==> config.mk <==
export PLATFORM = sky130hd
export DESIGN_NAME = differential_drive_turn_control
export DESIGN_NICKNAME = d
export VERILOG_FILES = /design/src/ddtc_pkg.sv /design/src/differential_drive_turn_control.sv
export SDC_FILE = /design/constraint.sdc
export NUM_CORES = 2
export LEC_CHECK = 0
export BUFFER_PORTS_ARGS = -buffer_cell sky130_fd_sc_hd__buf_2
export CAP_MARGIN = 20
export CORE_MARGIN = 5
export CORE_UTILIZATION = 30
export CTS_BUF_LIST = sky130_fd_sc_hd__clkbuf_4 sky130_fd_sc_hd__clkbuf_8
export DETAILED_ROUTE_END_ITERATION = 7
export RECOVER_POWER = 100
export SLEW_MARGIN = 20
export SYNTH_ARGS = -nofsm -noshare
export SYNTH_HDL_FRONTEND = slang
export SYNTH_SLANG_ARGS = --single-unit
==> constraint.sdc <==
create_clock -name clk -period 10.1 [get_ports clk]
set_clock_uncertainty 0.2 [all_clocks]
set_input_delay 2.02 -clock clk [delete_from_list [all_inputs] [get_ports clk]]
set_output_delay 2.02 -clock clk [all_outputs]
set_load 0.01 [all_outputs]
==> src/ddtc_pkg.sv <==
// Package for the differential-drive turn control block.
// Holds turning-mode codes, register indexes and the CORDIC angle table.
// Depends on nothing.
package ddtc_pkg;

  typedef enum logic [1:0] {
    MODE_NONE = 2'd0,
    MODE_SOFT = 2'd1,
    MODE_HARD = 2'd2
  } turn_mode_t;

  localparam logic [1:0] REG_MAX_SPEED = 2'd0;
  localparam logic [1:0] REG_HARD_THR  = 2'd1;
  localparam logic [1:0] REG_SOFT_THR  = 2'd2;
  localparam logic [1:0] REG_NONE_THR  = 2'd3;

  localparam int AtanSteps = 24;

  // Arctangent of 2^-i in units of pi/2^23.
  function automatic logic [21:0] atan_lookup(input logic [4:0] idx);
    logic [21:0] r;
    unique case (idx)
      5'd0:  r = 22'd2097152;
      5'd1:  r = 22'd1238021;
      5'd2:  r = 22'd654136;
      5'd3:  r = 22'd332050;
      5'd4:  r = 22'd166669;
      5'd5:  r = 22'd83415;
      5'd6:  r = 22'd41718;
      5'd7:  r = 22'd20860;
      5'd8:  r = 22'd10430;
      5'd9:  r = 22'd5215;
      5'd10: r = 22'd2608;
      5'd11: r = 22'd1304;
      5'd12: r = 22'd652;
      5'd13: r = 22'd326;
      5'd14: r = 22'd163;
      5'd15: r = 22'd81;
      5'd16: r = 22'd41;
      5'd17: r = 22'd20;
      5'd18: r = 22'd10;
      5'd19: r = 22'd5;
      5'd20: r = 22'd3;
      5'd21: r = 22'd1;
      5'd22: r = 22'd1;
      default: r = 22'd0;
    endcase
    return r;
  endfunction

endpackage

==> src/differential_drive_turn_control.sv <==
// Top level of the differential-drive turn control block.
// Holds the CORDIC sequencer, mode update, divider and APB registers.
// Depends on ddtc_pkg.
//
//  Channel | Direction | Handshake         | Payload
//  in_     | slave     | tvalid / tready   | tdata: heading_x, heading_y
//  out_    | master    | tvalid / tready   | tdata: left_speed, right_speed, turn_mode
//  cfg_    | APB slave | psel/penable/prdy | four 15-bit registers
//
// The vectoring CORDIC runs one step a cycle for min(CORDIC_STEPS, 24) steps,
// followed by a state for angle and length and one for the mode update.
// Soft turn then finds its quotient with a restoring divider, one bit a cycle
// for 31 bits, and then forms the speeds before the result is offered. No turn
// and hard turn skip the divider.
// Reset is synchronous and active low. A new item is taken once the result
// register is free; a stalled result holds the block in its output state.
module differential_drive_turn_control #(
  parameter int CORDIC_STEPS = 16
) (
  input  logic        clk,
  input  logic        rst_n,
  input  logic        in_tvalid,
  output logic        in_tready,
  input  logic [31:0] in_tdata,   // [15:0] heading_x, [31:16] heading_y
  output logic        out_tvalid,
  input  logic        out_tready,
  output logic [39:0] out_tdata,  // [15:0] left_speed, [31:16] right_speed, [33:32] turn_mode
  input  logic        cfg_psel,
  input  logic        cfg_penable,
  input  logic        cfg_pwrite,
  input  logic [3:0]  cfg_paddr,
  input  logic [31:0] cfg_pwdata,
  output logic [31:0] cfg_prdata,
  output logic        cfg_pready
);

  localparam int NSteps = (CORDIC_STEPS < ddtc_pkg::AtanSteps) ?
                          CORDIC_STEPS : ddtc_pkg::AtanSteps;
  localparam logic [4:0] LastStep = 5'(NSteps - 1);

  typedef enum logic [2:0] {
    ST_IDLE, ST_ROT, ST_LEN, ST_MODE, ST_DIV, ST_OUT
  } state_t;

  state_t state_r;
  logic [14:0] max_speed_r, hard_thr_r, soft_thr_r, none_thr_r;
  ddtc_pkg::turn_mode_t mode_r;
  logic signed [26:0] x_r, y_r;
  logic signed [24:0] z_r;
  logic [4:0] step_r;
  logic zero_r;
  logic signed [16:0] ang_r;
  logic [15:0] mag_r;
  logic [14:0] base_r;
  logic [30:0] dividend_r;
  logic [31:0] rem_r;
  logic [30:0] quot_r;
  logic [4:0] bit_r;
  logic signed [15:0] left_r, right_r;
  logic [1:0] omode_r;

  // Register access.
  logic cfg_wr;
  assign cfg_pready = 1'b1;
  assign cfg_wr = cfg_psel && cfg_penable && cfg_pwrite;

  always_comb begin
    unique case (cfg_paddr[3:2])
      ddtc_pkg::REG_MAX_SPEED: cfg_prdata = {17'd0, max_speed_r};
      ddtc_pkg::REG_HARD_THR:  cfg_prdata = {17'd0, hard_thr_r};
      ddtc_pkg::REG_SOFT_THR:  cfg_prdata = {17'd0, soft_thr_r};
      default:                 cfg_prdata = {17'd0, none_thr_r};
    endcase
  end

  // Shared add/subtract for one CORDIC step.
  logic signed [26:0] dx, dy;
  logic signed [24:0] at;
  assign dx = y_r >>> step_r;
  assign dy = x_r >>> step_r;
  assign at = 25'(ddtc_pkg::atan_lookup(step_r));

  // Final angle rounding and wrap.
  logic signed [24:0] zr;
  logic signed [16:0] ang_w;
  assign zr = z_r + 25'sd128;
  always_comb begin
    ang_w = 17'(zr >>> 8);
    if (ang_w > 17'sd32768) ang_w = ang_w - 17'sd65536;
    else if (ang_w <= -17'sd32768) ang_w = ang_w + 17'sd65536;
  end

  // Length multiply.
  logic signed [44:0] prod;
  logic signed [20:0] len_w;
  assign prod = 45'(x_r) * 45'sd39797 + 45'sd8388608;
  assign len_w = 21'(prod >>> 24);

  // Mode update with hysteresis.
  ddtc_pkg::turn_mode_t m1, m2, m3;
  always_comb begin
    m1 = mode_r;
    if (m1 == ddtc_pkg::MODE_HARD && mag_r <= {1'b0, soft_thr_r}) m1 = ddtc_pkg::MODE_SOFT;
    m2 = m1;
    if (m1 == ddtc_pkg::MODE_SOFT) begin
      if (mag_r > {1'b0, hard_thr_r}) m2 = ddtc_pkg::MODE_HARD;
      else if (mag_r <= {1'b0, none_thr_r}) m2 = ddtc_pkg::MODE_NONE;
    end
    m3 = m2;
    if (m2 == ddtc_pkg::MODE_NONE) begin
      if (mag_r > {1'b0, hard_thr_r}) m3 = ddtc_pkg::MODE_HARD;
      else if (mag_r > {1'b0, none_thr_r}) m3 = ddtc_pkg::MODE_SOFT;
    end
  end

  // Divider step and final speeds.
  logic [31:0] rem_sh;
  logic [31:0] rem_sub;
  assign rem_sh = {rem_r[30:0], dividend_r[30]};
  assign rem_sub = rem_sh - {17'd0, hard_thr_r};

  logic signed [17:0] t_s, inner_s, outer_s;
  logic signed [15:0] inner_q, outer_q;
  assign t_s = (hard_thr_r == 15'd0) ? 18'sd0 : $signed({1'b0, quot_r[16:0]});
  assign inner_s = $signed({3'd0, base_r}) - t_s;
  assign outer_s = $signed({3'd0, base_r}) + t_s;
  assign inner_q = (inner_s < -18'sd32768) ? -16'sd32768 :
                   (inner_s > 18'sd32767) ? 16'sd32767 : 16'(inner_s);
  assign outer_q = (outer_s > 18'sd32767) ? 16'sd32767 :
                   (outer_s < -18'sd32768) ? -16'sd32768 : 16'(outer_s);
  // quot beyond 17 bits saturates inner/outer anyway.
  logic q_big;
  assign q_big = |quot_r[30:17];

  // The cycle that forms the soft-turn speeds offers no result yet.
  logic forming;
  assign forming = (omode_r == ddtc_pkg::MODE_SOFT) && (bit_r == 5'd31);

  assign in_tready = (state_r == ST_IDLE);
  assign out_tvalid = (state_r == ST_OUT) && !forming;
  assign out_tdata = {6'd0, omode_r, right_r, left_r};

  always_ff @(posedge clk) begin
    if (!rst_n) begin
      state_r <= ST_IDLE;
      mode_r <= ddtc_pkg::MODE_NONE;
      max_speed_r <= 15'd2560;
      hard_thr_r <= 15'd16384;
      soft_thr_r <= 15'd12288;
      none_thr_r <= 15'd1820;
    end else begin
      if (cfg_wr) begin
        unique case (cfg_paddr[3:2])
          ddtc_pkg::REG_MAX_SPEED: max_speed_r <= cfg_pwdata[14:0];
          ddtc_pkg::REG_HARD_THR:  hard_thr_r <= cfg_pwdata[14:0];
          ddtc_pkg::REG_SOFT_THR:  soft_thr_r <= cfg_pwdata[14:0];
          default:                 none_thr_r <= cfg_pwdata[14:0];
        endcase
      end
      unique case (state_r)
        ST_IDLE: begin
          if (in_tvalid) begin
            // Pre-rotate into the right half-plane.
            zero_r <= (in_tdata == 32'd0);
            step_r <= 5'd0;
            if (in_tdata[15]) begin
              if (!in_tdata[31]) begin
                x_r <= 27'($signed(in_tdata[31:16])) <<< 8;
                y_r <= -(27'($signed(in_tdata[15:0])) <<< 8);
                z_r <= 25'sd4194304;
              end else begin
                x_r <= -(27'($signed(in_tdata[31:16])) <<< 8);
                y_r <= 27'($signed(in_tdata[15:0])) <<< 8;
                z_r <= -25'sd4194304;
              end
            end else begin
              x_r <= 27'($signed(in_tdata[15:0])) <<< 8;
              y_r <= 27'($signed(in_tdata[31:16])) <<< 8;
              z_r <= 25'sd0;
            end
            state_r <= ST_ROT;
          end
        end
        ST_ROT: begin
          if (!y_r[26]) begin
            x_r <= x_r + dx; y_r <= y_r - dy; z_r <= z_r + at;
          end else begin
            x_r <= x_r - dx; y_r <= y_r + dy; z_r <= z_r - at;
          end
          step_r <= step_r + 5'd1;
          if (step_r == LastStep) state_r <= ST_LEN;
        end
        ST_LEN: begin
          // Angle, magnitude, length and capped base speed.
          logic signed [16:0] a;
          logic [15:0] l;
          a = zero_r ? 17'sd0 : ang_w;
          l = (zero_r || len_w < 0) ? 16'd0 :
              (len_w > 21'sd65535) ? 16'hFFFF : 16'(len_w);
          ang_r <= a;
          mag_r <= a[16] ? 16'(-a) : 16'(a);
          base_r <= (l < {1'b0, max_speed_r}) ? l[14:0] : max_speed_r;
          state_r <= ST_MODE;
        end
        ST_MODE: begin
          mode_r <= m3;
          dividend_r <= ({16'd0, base_r} * {15'd0, mag_r}) + 31'(hard_thr_r >> 1);
          rem_r <= 32'd0;
          quot_r <= 31'd0;
          bit_r <= 5'd30;
          state_r <= (m3 == ddtc_pkg::MODE_SOFT) ? ST_DIV : ST_OUT;
          omode_r <= m3;
          if (m3 == ddtc_pkg::MODE_HARD) begin
            left_r <= ang_r > 0 ? -$signed({1'b0, max_speed_r}) : $signed({1'b0, max_speed_r});
            right_r <= ang_r > 0 ? $signed({1'b0, max_speed_r}) : -$signed({1'b0, max_speed_r});
          end else begin
            left_r <= $signed({1'b0, base_r});
            right_r <= $signed({1'b0, base_r});
          end
        end
        ST_DIV: begin
          // One restoring-division bit per cycle.
          dividend_r <= {dividend_r[29:0], 1'b0};
          if (!rem_sub[31] && hard_thr_r != 15'd0) begin
            rem_r <= rem_sub; quot_r <= {quot_r[29:0], 1'b1};
          end else begin
            rem_r <= rem_sh; quot_r <= {quot_r[29:0], 1'b0};
          end
          bit_r <= bit_r - 5'd1;
          if (bit_r == 5'd0) state_r <= ST_OUT;
        end
        ST_OUT: begin
          if (forming) begin
            // First cycle after division: form speeds.
            bit_r <= 5'd0;
            if (ang_r > 0) begin
              left_r <= q_big ? -16'sd32768 : inner_q;
              right_r <= q_big ? 16'sd32767 : outer_q;
            end else begin
              left_r <= q_big ? 16'sd32767 : outer_q;
              right_r <= q_big ? -16'sd32768 : inner_q;
            end
          end else if (out_tready) begin
            state_r <= ST_IDLE;
          end
        end
        default: state_r <= ST_IDLE;
      endcase
    end
  end

`ifndef NO_ASSERTIONS
  // No result is offered while an input transaction is being taken.
  a_excl: assert property (@(posedge clk) disable iff (!rst_n)
    !(in_tready && out_tvalid)) else $error("in and out both active");
  // Hard turn spins the wheels in opposite directions at max speed.
  a_hard: assert property (@(posedge clk) disable iff (!rst_n)
    (out_tvalid && omode_r == ddtc_pkg::MODE_HARD) |->
    (left_r == -right_r)) else $error("hard turn speeds not opposite");
  // The offered mode matches the stored turning mode.
  a_mode: assert property (@(posedge clk) disable iff (!rst_n)
    out_tvalid |-> (omode_r == mode_r)) else $error("result mode differs from state");
`endif

endmodule
Word-level counts from Yosys, hierarchy flattened. Memories as Yosys holds them, arrays and structs flattened. A register that Yosys moved wholly into a read port is not among the register bits. Cells that the tools add are included.

$add $sub $neg: 20. Multiply operators: 2. $lt $le $gt $ge: 14. Eq/ne operators: 20. Shifts and indexed selects: 2. Multiplexer cells: 64. Bitwise operators: 1. Reductions and logical operators: 34.

Operators with widths (count): $mux 16 (17); $mux 27 (8); $pmux 31 s2 (3); $pmux 27 s2 (2); $mux 25 (4); $mux 17 (4); $pmux 16 s2 (2); $add 27x27->27 (2); $neg 24->27 (2); $sshr 27x5->27 (2); $sub 27x27->27 (2); $pmux 25 s2 (1); $add 44x25->45 const B (1); $pmux 15 s3 (1); $mul 27x17->44 const B (1); $gt 18x16->1 const B (2); $lt 18x16->1 const B (2); $gt 16x15->1 (2); $le 16x15->1 (2); $logic_not 32->1 (1); $sub 32x15->32 (1); $add 31x14->31 (1); $mul 15x16->31 (1); $mux 31 (1); 49 further kinds (92).

Register bits after elaboration: 330. ROM bits: 704. Bits of input ports: 75. Logic and storage cells: 179. Memories: 1.

Memory list: (no name shown) (words 32, bits a word 22, rd ports 1, clocked after memory_dff 1, write ports 0, RTL line ddtc_pkg.sv:22) `unique case (idx)`.

Depth between registers and ports, before layout.
Depth after elaboration: 12. Gate-level depth with buffers: 39. Depth with buffers taken out: 37.

Worst setup path after synthesis. Ideal clock, no wire load.

Path type: input-to-reg. Start: input rst_n. End: register dividend_r[0], enable pin. Library setup time: 0.688 ns. Arrival: 9.043 ns. Required time: 9.212 ns. Setup slack: 0.169 ns. Cell stages on the path: 2. Buffers on the path: 1. Path through: clkbuf_1 -> a21boi_0.

Cells in the longest elaborated chain, start to end: 1.

RTL lines: from (decl) (RTL line differential_drive_turn_control.sv:21) `input logic rst_n,`; $reduce_and 2->1 (no line); to (signal assigned) (RTL line differential_drive_turn_control.sv:207) `dividend_r <= ({16'd0, base_r} * {15'd0, mag_r}) + 31'(hard_thr_r >> 1);`; to (signal assigned) (RTL line differential_drive_turn_control.sv:223) `dividend_r <= {dividend_r[29:0], 1'b0};`; to (decl) (RTL line differential_drive_turn_control.sv:55) `logic [30:0] dividend_r;`.

No other way between the ends. A chain may end at the register's enable or synchronous reset.

Worst setup path in the final report.
Start: register x_r[25]. End: register base_r[0] (data pin).

Cells in the longest elaborated chain, start to end: 7. Elaborated cells on any way between the ends: 9.

RTL lines: from (decl) (RTL line differential_drive_turn_control.sv:48) `logic signed [26:0] x_r, y_r;`; from (signal assigned) (RTL line differential_drive_turn_control.sv:168) `x_r <= 27'($signed(in_tdata[31:16])) <<< 8;`; from (signal assigned) (RTL line differential_drive_turn_control.sv:172) `x_r <= -(27'($signed(in_tdata[31:16])) <<< 8);`; from (signal assigned) (RTL line differential_drive_turn_control.sv:177) `x_r <= 27'($signed(in_tdata[15:0])) <<< 8;`; $mul 27x17->44 * (RTL line differential_drive_turn_control.sv:96) `assign prod = 45'(x_r) * 45'sd39797 + 45'sd8388608;`; $add 44x25->45 * (RTL line differential_drive_turn_control.sv:96); $gt 21x17->1 / $lt 21x1->1 (equally long branches) (RTL line differential_drive_turn_control.sv:199, differential_drive_turn_control.sv:198); $mux 16 / $logic_or 1x1->1 (equally long branches) (RTL line differential_drive_turn_control.sv:199, differential_drive_turn_control.sv:198); $mux 16 * (RTL line differential_drive_turn_control.sv:198) `l = (zero_r || len_w < 0) ? 16'd0 :`; $lt 16x15->1 (RTL line differential_drive_turn_control.sv:202) `base_r <= (l < {1'b0, max_speed_r}) ? l[14:0] : max_speed_r;`; $mux 15 * (RTL line differential_drive_turn_control.sv:202); to (signal assigned) (RTL line differential_drive_turn_control.sv:202); to (decl) (RTL line differential_drive_turn_control.sv:54) `logic [14:0] base_r;`.

Every way passes the cells marked *; elsewhere a longest branch is shown, timed or not.

==> results_dict.tcl <==
set metrics [dict create \
    chipWidth_um 402.1 \
    hp-class "flip-flop to flip-flop" \
    timing_max_transition_violations_final 597 \
    preCtsSetupSlack_ps 561.4 \
    antenna_violating_nets_post_route 0 \
    synth_seq_area_share_pct 20.90 \
    placement.io_buffers 106 \
    postSynth.asyncResetShare_pct 0 \
    final_critical_path_share_of_the_clock_period_pct 92.71 \
    core_region_area_um2 152400 \
    vias_per_cell 5.131 \
    grt.overflow.total 0 \
    cts_tree "yes" \
    ctsHtreeMaxLevel 3 \
    worst_ep_required_time_ps 10510 \
    grt_max_degree 72 \
    synth_top_flop_cell "sky130_fd_sc_hd__edfxtp_1" \
    synth_area_um2 46110 \
    cts_buffer_depth 3 \
    cp-start-kind "flip-flop" \
    place_hpwl_mm 103.4 \
    drt_first_pass_iters 6 \
    cts_bufs_inserted 66 \
    route.final.wire_length_mm 133.6 \
    number_of_hold_buffers_added_after_cts 0 \
    hold_viol_final 0 \
    drt_iter0_markers 3006 \
    routed_wire_length_per_instance_um 18.38 \
    setup_ws_ps 736.0 \
    initial_utilization_pct 30.25 \
    num-fill-cells 15852 \
    cts_setup_buffers 0 \
    design.final.nets 6156 \
    area_growth_pct 8.406 \
    worst_path_largest_cell_delay_ps 650 \
    grt_usage_pct 16.19 \
    post_route_cells_drive_above_1_share_pct 6.760 \
    setup_tns_ps 0 \
    drc 0 \
    crit_slowest_cell "sky130_fd_sc_hd__edfxtp_1" \
    routabilityCongestion 0.9095 \
    clk_pin_slew_ps 60 \
    synthesis.area_per_instance_um2 8.937 \
    std_cell_rows 143 \
    grt_antenna_before_repair 3 \
    floorplan.die_area_um2 161700 \
    cts.sink_count 350 \
    synth_cell_type_count 102 \
    timing_worst_slew_pin_value_ps 3329 \
    ys_warn_count 0 \
    critical_path_data_arrival_time_ps 9770 \
    cts_resized 0 \
    num_io_pins 150 \
    via_count_of_the_first_global_routing_pass 37020 \
    synthesis.instances 5160 \
    relSlewSlack_pct -121.9 \
    max_cap_viol_count 13 \
    timing.critical_path.mode_cell "sky130_fd_sc_hd__fa_1" \
    clockRootBuffer "sky130_fd_sc_hd__clkbuf_8" \
    postSynthRegisterBits 350 \
    max_freq_mhz 106.8 \
    commonest_cells_after_routing_fill_and_taps_aside "692 x sky130_fd_sc_hd__inv_1, 598 x sky130_fd_sc_hd__nand2_1, 485 x sky130_fd_sc_hd__ha_1" \
    unrepaired_setup_endpoints_after_global_routing "no" \
    grt_pass1_wl_mm 210.4 \
    layout_min_cycle_time_ps 9364 \
    fp.dieH_um 402.1 \
    finalSetupViolations 0 \
    failed_checks "capacitance limit, slew limit" \
    result_of_the_run "finished with violations" \
    clock_insertion_delay_at_the_later_pin_of_the_skew_report_ps 750 \
    layout_commonest_cell "sky130_fd_sc_hd__inv_1" \
    routed-via-count 37307 \
    critical_path_maximum_fanout 15 \
    crit_path_end_kind "flip-flop" \
    synth_enable_flop_cells 263 \
    crit_path_kind "flip-flop to flip-flop" \
]
per-stage QoR:
| step | util (%) | instances | hold slack [ps] | cell area (µm²) |
|---|---|---|---|---|
| global placement | 31.97 | 7148 | 265.6 | 48740 |
| floorplan | - | 5182 | 253.4 | 46200 |
| detailed placement | 31.97 | 7148 | 275.4 | 48740 |
| global route | 32.79 | 7269 | 318.1 | 49990 |
| finish | 32.79 | 7271 | 291.0 | 49990 |
| CTS | 32.91 | 7265 | 284.4 | 50160 |
synthesized netlist by cell type, drive strengths merged, types with 29 or more instances:
master	instances	area share (%)
dfxtp	87	3.8
mux4	64	3.2
inv	694	5.6
ha	485	13
clkbuf	157	1.3
o21a	42	0.68
xor2	97	1.8
or3	40	0.54
nand2b	41	0.56
and2	131	1.8
nor2	385	3.2
xnor2	179	3.4
a21boi	61	0.99
nor2b	48	0.65
and3	34	0.46
mux2	29	0.71
a31oi	34	0.46
buf	72	0.99
nand2	598	4.9
a21o	80	1.3
a211oi	36	0.59
fa	408	18
o211ai	55	0.90
o21ai	229	2.5
a21oi	263	2.9
mux2i	50	1.1
nand3	72	0.83
edfxtp	263	17
nand4	30	0.41
nor3	74	0.82
final cells by class:
class                      instances  area [µm²]  share of cell area [%]
sequential                       350        9639                   19.28
inverter                         698        2621                   5.244
clock buffer                      98        1199                   2.398
multi-input combinational       3905       32910                   65.82
clock inverter                    19       222.7                  0.4455
timing repair buffer             167       853.3                   1.707
tap                             2030        2540                   5.081
antenna                            4       10.01                 0.02002
cell families (layout without fill, tap and decap cells):
| kind of cell | Yosys count | after routing | share of synthesized area [%] |
|---|---|---|---|
| other | 2 | 28 | 0.01629 |
| and+or+nand+nor | 1545 | 1545 | 15.67 |
| adders and majority gates | 893 | 893 | 30.87 |
| muxes | 143 | 143 | 4.971 |
| buffers and inverters | 927 | 982 | 7.950 |
| DFF | 350 | 350 | 20.90 |
| AOI/OAI and AO/OA | 1024 | 1024 | 14.38 |
| xor gates and xnor gates | 276 | 276 | 5.242 |
worst paths after layout:
path,start,endpoint,slack [ps],depth (start not counted)
max,x_r[25]$_DFFE_PP_,base_r[0]$_DFFE_PP_,740,35
min,soft_thr_r[6]$_SDFFE_PN0P_,soft_thr_r[6]$_SDFFE_PN0P_,290,2
max reg2reg,x_r[25]$_DFFE_PP_,base_r[0]$_DFFE_PP_,740,35
min reg2reg,soft_thr_r[6]$_SDFFE_PN0P_,soft_thr_r[6]$_SDFFE_PN0P_,290,2
sequential cells by signal (all words and copies together) (netlist names), 16 cells and up:
| register | cells |
|---|---|
| at | 22 |
| z_r | 24 |
| ang_r | 17 |
| y_r | 27 |
| rem_r | 31 |
| quot_r | 31 |
| dividend_r | 31 |
| x_r | 27 |
| right_r | 16 |
| left_r | 16 |
routing by layer:
| layer | track usage, % | part of all wire (%) | vias to the layer above | wire length, µm |
|---|---|---|---|---|
| met4 | 4.362 | 2.6 | 2 | 3481 |
| met3 | 2.930 | 7.1 | 203 | 9462 |
| li1 | - | - | 17628 | - |
| met1 | 22.52 | 45 | 18270 | 60330 |
| met2 | 25.93 | 45 | 1204 | 60340 |
| met5 | 0 | 0.0067 | - | 9 |
critical path, delay by kind of cell (launching register included):
| family | cells | cell delay, ps |
|---|---|---|
| flip-flops | 1 | 650 |
| AND/OR/NAND/NOR | 6 | 950 |
| AO/OA/AOI/OAI | 16 | 3380 |
| adder cells (fa/ha/maj) | 8 | 3510 |
| buffers and inverters | 5 | 560 |
Power is left out: the tool's default activity adds up to more than one toggle a clock period on the data nets, which glitch-free logic cannot reach.
